File: src/rtl/wconv_pkg.sv
// Shared types, widths and codes for the 2-D sliding-window convolution core.
`timescale 1ns / 1ps
`default_nettype none

package wconv_pkg;

  // Parameter defaults
  localparam int unsigned KERNEL_SIZE_DEF = 3;
  localparam int unsigned MAX_WIDTH_DEF   = 1024;

  // Field widths
  localparam int unsigned PIXEL_W    = 8;
  localparam int unsigned COEF_W     = 16;
  localparam int unsigned COEF_IDX_W = 4;
  localparam int unsigned RESULT_W   = 29;
  localparam int unsigned PWIDTH_W   = 11;
  localparam int unsigned PHEIGHT_W  = 16;
  localparam int unsigned CFG_DATA_W = 16;
  localparam int unsigned CFG_IDX_W  = 1;

  // One product of an unsigned pixel and a signed coefficient.
  localparam int unsigned PROD_W = PIXEL_W + 1 + COEF_W;

  // Register reset values
  localparam logic [PWIDTH_W-1:0]  PWIDTH_RST  = 11'd1024;
  localparam logic [PHEIGHT_W-1:0] PHEIGHT_RST = 16'd1024;

  // Configuration register indexes
  typedef enum logic [CFG_IDX_W-1:0] {
    CFG_PADDED_WIDTH  = 1'b0,
    CFG_PADDED_HEIGHT = 1'b1
  } cfg_reg_e;

  // Input item commands
  typedef enum logic {
    CMD_COEF  = 1'b0,
    CMD_PIXEL = 1'b1
  } cmd_e;

  typedef struct packed {
    cmd_e                      command;
    logic [COEF_IDX_W-1:0]     coef_index;
    logic signed [COEF_W-1:0]  coef_value;
    logic [PIXEL_W-1:0]        pixel;
  } wconv_in_t;

  typedef struct packed {
    logic signed [RESULT_W-1:0] filtered_value;
    logic                       last_of_image;
  } wconv_out_t;

  // Control that travels with a window into the sum pipeline.
  typedef struct packed {
    logic valid;
    logic last;
  } wconv_tag_t;

endpackage

`default_nettype wire

File: src/rtl/wconv_sum.sv
// Multiply and adder-tree pipeline that turns a window into one filtered value.
`timescale 1ns / 1ps
`default_nettype none

module wconv_sum #(
  parameter int unsigned KERNEL_SIZE = wconv_pkg::KERNEL_SIZE_DEF
) (
  input  logic                                                      clk_i,
  input  logic                                                      rst_ni,
  input  wconv_pkg::wconv_tag_t                                     tag_i,
  output logic                                                      ready_o,
  input  logic [KERNEL_SIZE*KERNEL_SIZE-1:0][wconv_pkg::PIXEL_W-1:0] window_i,
  input  logic [KERNEL_SIZE*KERNEL_SIZE-1:0][wconv_pkg::COEF_W-1:0]  kernel_i,
  output logic                                                      out_valid_o,
  input  logic                                                      out_stall_i,
  output wconv_pkg::wconv_out_t                                     out_data_o
);

  import wconv_pkg::*;

  localparam int unsigned TAPS  = KERNEL_SIZE * KERNEL_SIZE;
  localparam int unsigned GROW_W = PROD_W + $clog2(TAPS);
  localparam int unsigned SUM_W = (GROW_W > RESULT_W) ? GROW_W : RESULT_W;

  logic signed [PROD_W-1:0] prod_d [TAPS];
  logic signed [PROD_W-1:0] prod_q [TAPS];
  logic signed [SUM_W-1:0]  rsum_d [KERNEL_SIZE];
  logic signed [SUM_W-1:0]  rsum_q [KERNEL_SIZE];
  logic signed [SUM_W-1:0]  total_d;
  logic                     prod_v_q, prod_last_q;
  logic                     rsum_v_q, rsum_last_q;
  logic                     out_v_q;
  wconv_out_t               out_q;
  logic                     out_ready, rsum_ready, prod_ready;

  // Each stage moves when the one after it is empty or moving.
  assign out_ready  = !out_v_q || !out_stall_i;
  assign rsum_ready = !rsum_v_q || out_ready;
  assign prod_ready = !prod_v_q || rsum_ready;
  assign ready_o    = prod_ready;

  // Per-tap products of pixel and signed coefficient.
  always_comb begin
    for (int i = 0; i < TAPS; i++) begin
      prod_d[i] = $signed({1'b0, window_i[i]}) * $signed(kernel_i[i]);
    end
  end

  // Row sums of the registered products.
  always_comb begin
    for (int y = 0; y < KERNEL_SIZE; y++) begin
      rsum_d[y] = '0;
      for (int x = 0; x < KERNEL_SIZE; x++) begin
        rsum_d[y] = rsum_d[y] + SUM_W'(prod_q[y*KERNEL_SIZE+x]);
      end
    end
  end

  // Final sum over the rows.
  always_comb begin
    total_d = '0;
    for (int y = 0; y < KERNEL_SIZE; y++) begin
      total_d = total_d + rsum_q[y];
    end
  end

  // Stage valids.
  always_ff @(posedge clk_i or negedge rst_ni) begin
    if (!rst_ni) begin
      prod_v_q <= 1'b0;
      rsum_v_q <= 1'b0;
      out_v_q  <= 1'b0;
    end else begin
      if (prod_ready) begin
        prod_v_q <= tag_i.valid;
      end
      if (rsum_ready) begin
        rsum_v_q <= prod_v_q;
      end
      if (out_ready) begin
        out_v_q <= rsum_v_q;
      end
    end
  end

  // Stage payloads.
  always_ff @(posedge clk_i) begin
    if (prod_ready && tag_i.valid) begin
      prod_q      <= prod_d;
      prod_last_q <= tag_i.last;
    end
    if (rsum_ready && prod_v_q) begin
      rsum_q      <= rsum_d;
      rsum_last_q <= prod_last_q;
    end
    if (out_ready && rsum_v_q) begin
      out_q.filtered_value <= total_d[RESULT_W-1:0];
      out_q.last_of_image  <= rsum_last_q;
    end
  end

  assign out_valid_o = out_v_q;
  assign out_data_o  = out_q;

endmodule

`default_nettype wire

File: config.mk
export PLATFORM = sky130hd
export DESIGN_NAME = wconv_sum
export DESIGN_NICKNAME = d
export VERILOG_FILES = /design/src/rtl/wconv_pkg.sv /design/src/rtl/wconv_sum.sv
export SDC_FILE = /design/constraint.sdc
export NUM_CORES = 2
export LEC_CHECK = 0
export ABC_CLOCK_PERIOD_IN_PS = 16800
export BUFFER_PORTS_ARGS = -buffer_cell sky130_fd_sc_hd__buf_2
export CAP_MARGIN = 20
export CORE_UTILIZATION = 60
export CTS_CLUSTER_DIAMETER = 200
export CTS_CLUSTER_SIZE = 40
export DETAILED_ROUTE_END_ITERATION = 12
export MAX_ROUTING_LAYER = met4
export PLACE_DENSITY = 0.83
export SLEW_MARGIN = 20
export SYNTH_ARGS = -nofsm -noshare
export SYNTH_HDL_FRONTEND = slang
export SYNTH_SLANG_ARGS = --single-unit
File: constraint.sdc
create_clock -name clk_i -period 16.8 [get_ports clk_i]
set_input_delay 0.84 -clock clk_i [delete_from_list [all_inputs] [get_ports clk_i]]
set_output_delay 0.84 -clock clk_i [all_outputs]
set_load 0.01 [all_outputs]
# ---- After elaboration in Yosys (flattened, before gate mapping)
# Cells that the tools add are included.
dict set report word_totals {
  register_bits 347
  latchBits 0
  ram_bits 0
  rom_bits 0
  input_bits 221
  out_inout_bits 32
  mem_count 0
}
dict set report op_classes {
  add_sub_neg 8
  n_mul 9
  div 0
  order_cmp 0
  n_eq_ne 0
  shifts 0
  muxes 0
  bitwise 0
  reduce_logical 10
}
# operator n
set op_table {}
lappend op_table {{multiplier 9 x 16 -> 25 bit} 9}
lappend op_table {{adder 26 x 25 -> 27 bit} 3}
lappend op_table {{adder 25 x 25 -> 26 bit} 3}
lappend op_table {{adder 29 bit} 2}
lappend op_table {{zero test 1 bit} 4}
lappend op_table {{logical AND 1 bit} 3}
lappend op_table {{logical OR 1 bit} 3}

# ---- Depth between registers and ports, before layout
dict set report logic_depth {
  depth_word 5
  depth_mapped 21
  depth_no_buf 20
}

# ---- Least setup slack after synthesis
# Ideal clock, no wire load.
dict set report synth_timing {
  kind {in2reg}
  startpoint {input port out_stall_i}
  endpoint {register prod_last_q (enable)}
  setup_ns 0.615
  arrival_time_ns 6.173
  path_slack_ns 10.012
  cell_stages 2
  path_buffers 0
  cell_sequence {nand4_1 -> and2_1}
}
dict set report synth_between {
  elab_chain_cells 5
}
# element line
set synth_rtl {}
lappend synth_rtl {{from (decl)} wconv_sum.sv:15} ;# input logic out_stall_i,
lappend synth_rtl {{zero test 1 bit} wconv_sum.sv:37} ;# assign out_ready = !out_v_q || !out_stall_i;
lappend synth_rtl {{logical OR 1 bit} wconv_sum.sv:37}
lappend synth_rtl {{logical OR 1 bit} wconv_sum.sv:38} ;# assign rsum_ready = !rsum_v_q || out_ready;
lappend synth_rtl {{logical OR 1 bit} wconv_sum.sv:39} ;# assign prod_ready = !prod_v_q || rsum_ready;
lappend synth_rtl {{logical AND 1 bit} wconv_sum.sv:88} ;# if (prod_ready && tag_i.valid) begin
lappend synth_rtl {{to (signal assigned)} wconv_sum.sv:90} ;# prod_last_q <= tag_i.last;
lappend synth_rtl {{to (decl)} wconv_sum.sv:30} ;# logic prod_v_q, prod_last_q;
# No other way between the ends.
# A chain may end at the register's enable or synchronous reset.

==> summary.txt <==
Status
  • Status: finished clean

Global route
  • Total GRT Usage: 27.4%
  • Antenna violations before repair: 9
  • Largest net degree at the start of global routing: 83
  • GRT overflow: 0
  • First-pass GRT wire length: 210000 um
  • Number of global-route vias before repair: 42600

Clock network
  • CTS tree: built
  • Clk pin slew, worst setup/hold paths: 0.15 ns
  • Post-CTS Setup Bufs: 0
  • Clk sink count: 341
  • Cts hold-fix bufs: 0
  • Cts repair resizes: 0
  • # H-tree levels: 1
  • Clk_lat worst skew: 0.53 ns
  • Num CTS Buffers: 12
  • CTS Buffer Depth: 3
  • Root Driver: clkbuf_16

Critical path
  • Worst EP required: 17.08 ns
  • Worst stage delay on the critical path: 0.56 ns
  • CP max stage cell: fa_1
  • Worst EP arrival: 5.63 ns
  • CP Launch Type: input pin
  • Chain of cells forming the critical path: buf_2, nand2_1, fa_1, inv_1, fa_1, inv_1, fa_1, fa_1, inv_1, ha_1, o21a_1, a21oi_1, o21a_1, o21ai_1, o41a_1, a31oi_1, nor2b_1, a21oi_1, xor2_1
  • Critical path capture point type: flop
  • Reg-to-Reg Start: prod_q[76]$_DFFE_PP_
  • Worst setup startpoint: window_i[56]
  • Crit path max fanout: 16
  • Classification of the worst setup path: input pin to flop
  • CP most frequent cell: fa_1

Route
  • Drt wl/cell: 17.0 um
  • Vias per cell: 5.45
  • Via count: 40100
  • Post-route ant nets: 0
  • Pre-Repair DR Iteration Count: 5
  • Initial DRC count: 2505
  • Residual DRC: 0
  • Final wirelength: 125000 um

Floorplan
  • Initial Util: 60.8%
  • Number of cell rows: 113
  • Die span in x: 313 um
  • Boundary Pins: 253
  • Die H: 313 um
  • Core area: 0.0953 mm^2
  • Die area: 0.0977 mm^2

Synth
  • Most used DFF post-synth: edfxtp_1
  • Mapped Cells: 5884
  • Seq cells post-synth: 341
  • Synth area leader: fa_1
  • Number of synthesized flops with an enable pin: 338
  • Mux contribution to synthesized area: 0%
  • Yosys cell types: 80
  • Post-synthesis xor/xnor area fraction: 4.28%
  • Main combinational cell family by area after synthesis: adder cells
  • Yosys top cell area share: 35.4%
  • Post-synthesis sequential area ratio: 17.7%
  • Post-synth ARST share: 0.880%
  • Mapped Nets: 7681
  • Synth Area in Simple Gates: 13.9%
  • Ys Warns: 0
  • Synth Area per Inst: 9.84 um^2
  • Adder-Cell Fraction of Synth Area: 47.3%
  • Top cells by area, synth: fa_1, edfxtp_1, ha_1, inv_1, and2_1
  • Post-Syn Area: 0.0579 mm^2
  • Synth Area in Compound Gates: 7.24%

STA
  • RSZ-0062 raised after global routing: false
  • Period utilization: 31.8%
  • Worst Tran Pin Value: 1.10 ns
  • Slew headroom: 26.3%
  • Worst clock skew: 0.0393 ns
  • Slew Limit Fails: 0
  • Fin. Hold Viols: 0
  • Final min period: 5.35 ns
  • F_max: 187 MHz
  • Final setup vio count: 0
  • Setup tns final: 0 ns

Placement
  • Placed instance count: 7325
  • IO Port Bufs: 252
  • Placer's final routability congestion estimate: 0.910
  • Final HPWL DP: 106000 um
  • Area after DPL: 0.0605 mm^2

Finish
  • Area grow syn2layout: 5.19%
  • Final cell count without fillers: 7355
  • Fin util: 63.9%
  • Final instance area: 0.0609 mm^2
  • Share of layout cells above drive strength 1: 5.35%
  • Most common cell after layout, fill and taps aside: inv_1
  • Nets@finish: 7872
  • Reg area: 0.0102 mm^2
  • Area of the multi-input gates: 0.0422 mm^2
  • Filler Cells Inserted: 7548
  • Most frequent cells in the layout: inv_1, fa_1, and2_1

Job
  • Maxcap violations: 0

Min path
  • Tightest Hold Check Type: input pin to async pin
-- cell families (layout without fill, tap and decap cells) --
logic type,count (synthesis),after routing
buffers and inverters,1474,1669
AND/OR/NAND/NOR,1602,1602
flip-flops,341,341
XOR/XNOR,283,283
adder cells (fa/ha/maj),1576,1576
other,0,11
AO/OA/AOI/OAI,608,608
-- metrics by stage --
step	worst slack (ns)	hold slack [ns]
6_report	11.45	0.0708
5_1_grt	11.19	0.0483
4_1_cts	11.50	0.0580
3_5_place_dp	10.95	0.411
3_3_place_gp	11.02	0.406
2_1_floorplan	10.01	0.400
-- Yosys cell counts (6+ instances only) --
master and instances:
and3_1 27, fa_1 1024, nor2b_1 27, nor2_1 150
and2_1 637, o21ai_1 26, nand2_1 609, ha_1 552
or3_1 8, nand4_1 11, a211o_1 12, nor3_1 36
nand2b_1 20, o2111ai_1 8, inv_1 1394, a21o_1 78
o21a_1 47, a211oi_1 23, o21ai_0 61, or2_2 7
a21oi_1 177, xnor2_1 211, a21oi_2 7, a31oi_1 25
nand3_1 45, xor2_1 72, o21bai_1 39, clkbuf_1 80
o211ai_1 17, edfxtp_1 338, a2111oi_2 6
-- worst max-delay path, delay by kind of cell --
family	cells	cell delay, ns
adder cells (fa/ha/maj)	5	2.38
AO/OA/AOI/OAI	7	1.44
buffers and inverters	4	0.43
AND/OR/NAND/NOR	2	0.38
XOR/XNOR	1	0.15
-- final timing paths --
check | to | slack, ns | cells after the start
max | prod_q[46]$_DFFE_PP_ | 11.45 | 19
min | rsum_v_q$_DFFE_PN0P_ | 0.07 | 1
max reg2reg | rsum_q[54]$_DFFE_PP_ | 12.68 | 13
min reg2reg | rsum_last_q$_DFFE_PP_ | 0.44 | 0
max in group asynchronous | out_valid_o$_DFFE_PN0P_ | 16.62 | 1
min in group clk_i | rsum_last_q$_DFFE_PP_ | 0.44 | 0
-- per-layer routing --
layer | up-vias | share of wire (%) | global-route usage, %
li1 | 18600 | - | -
met1 | 20100 | 41 | 34.8
met2 | 1208 | 49 | 45.4
met3 | 232 | 6.9 | 4.47
met4 | 0 | 3.1 | 7.75
met5 | - | 0 | -
-- flip-flops by register name, indices dropped and copies added, names as in the netlist --
signal,count
rsum_last_q,1
prod_last_q,1
prod_q,225
prod_v_q,1
out_data_o,30
out_valid_o,1
rsum_q,81
rsum_v_q,1
-- final cells by class --
class	instances	area share, %
multi-input cells	4069	69.2
flip-flops and latches	341	16.8
inverters	1394	8.59
well taps	1265	2.60
repair buffers	257	2.17
clock buffers	17	0.559
diodes	11	0.0452
clock inverters	1	0.0329
Power is not shown: default switching activity piles up to over one toggle a cycle in this logic, so the estimate is an artifact.
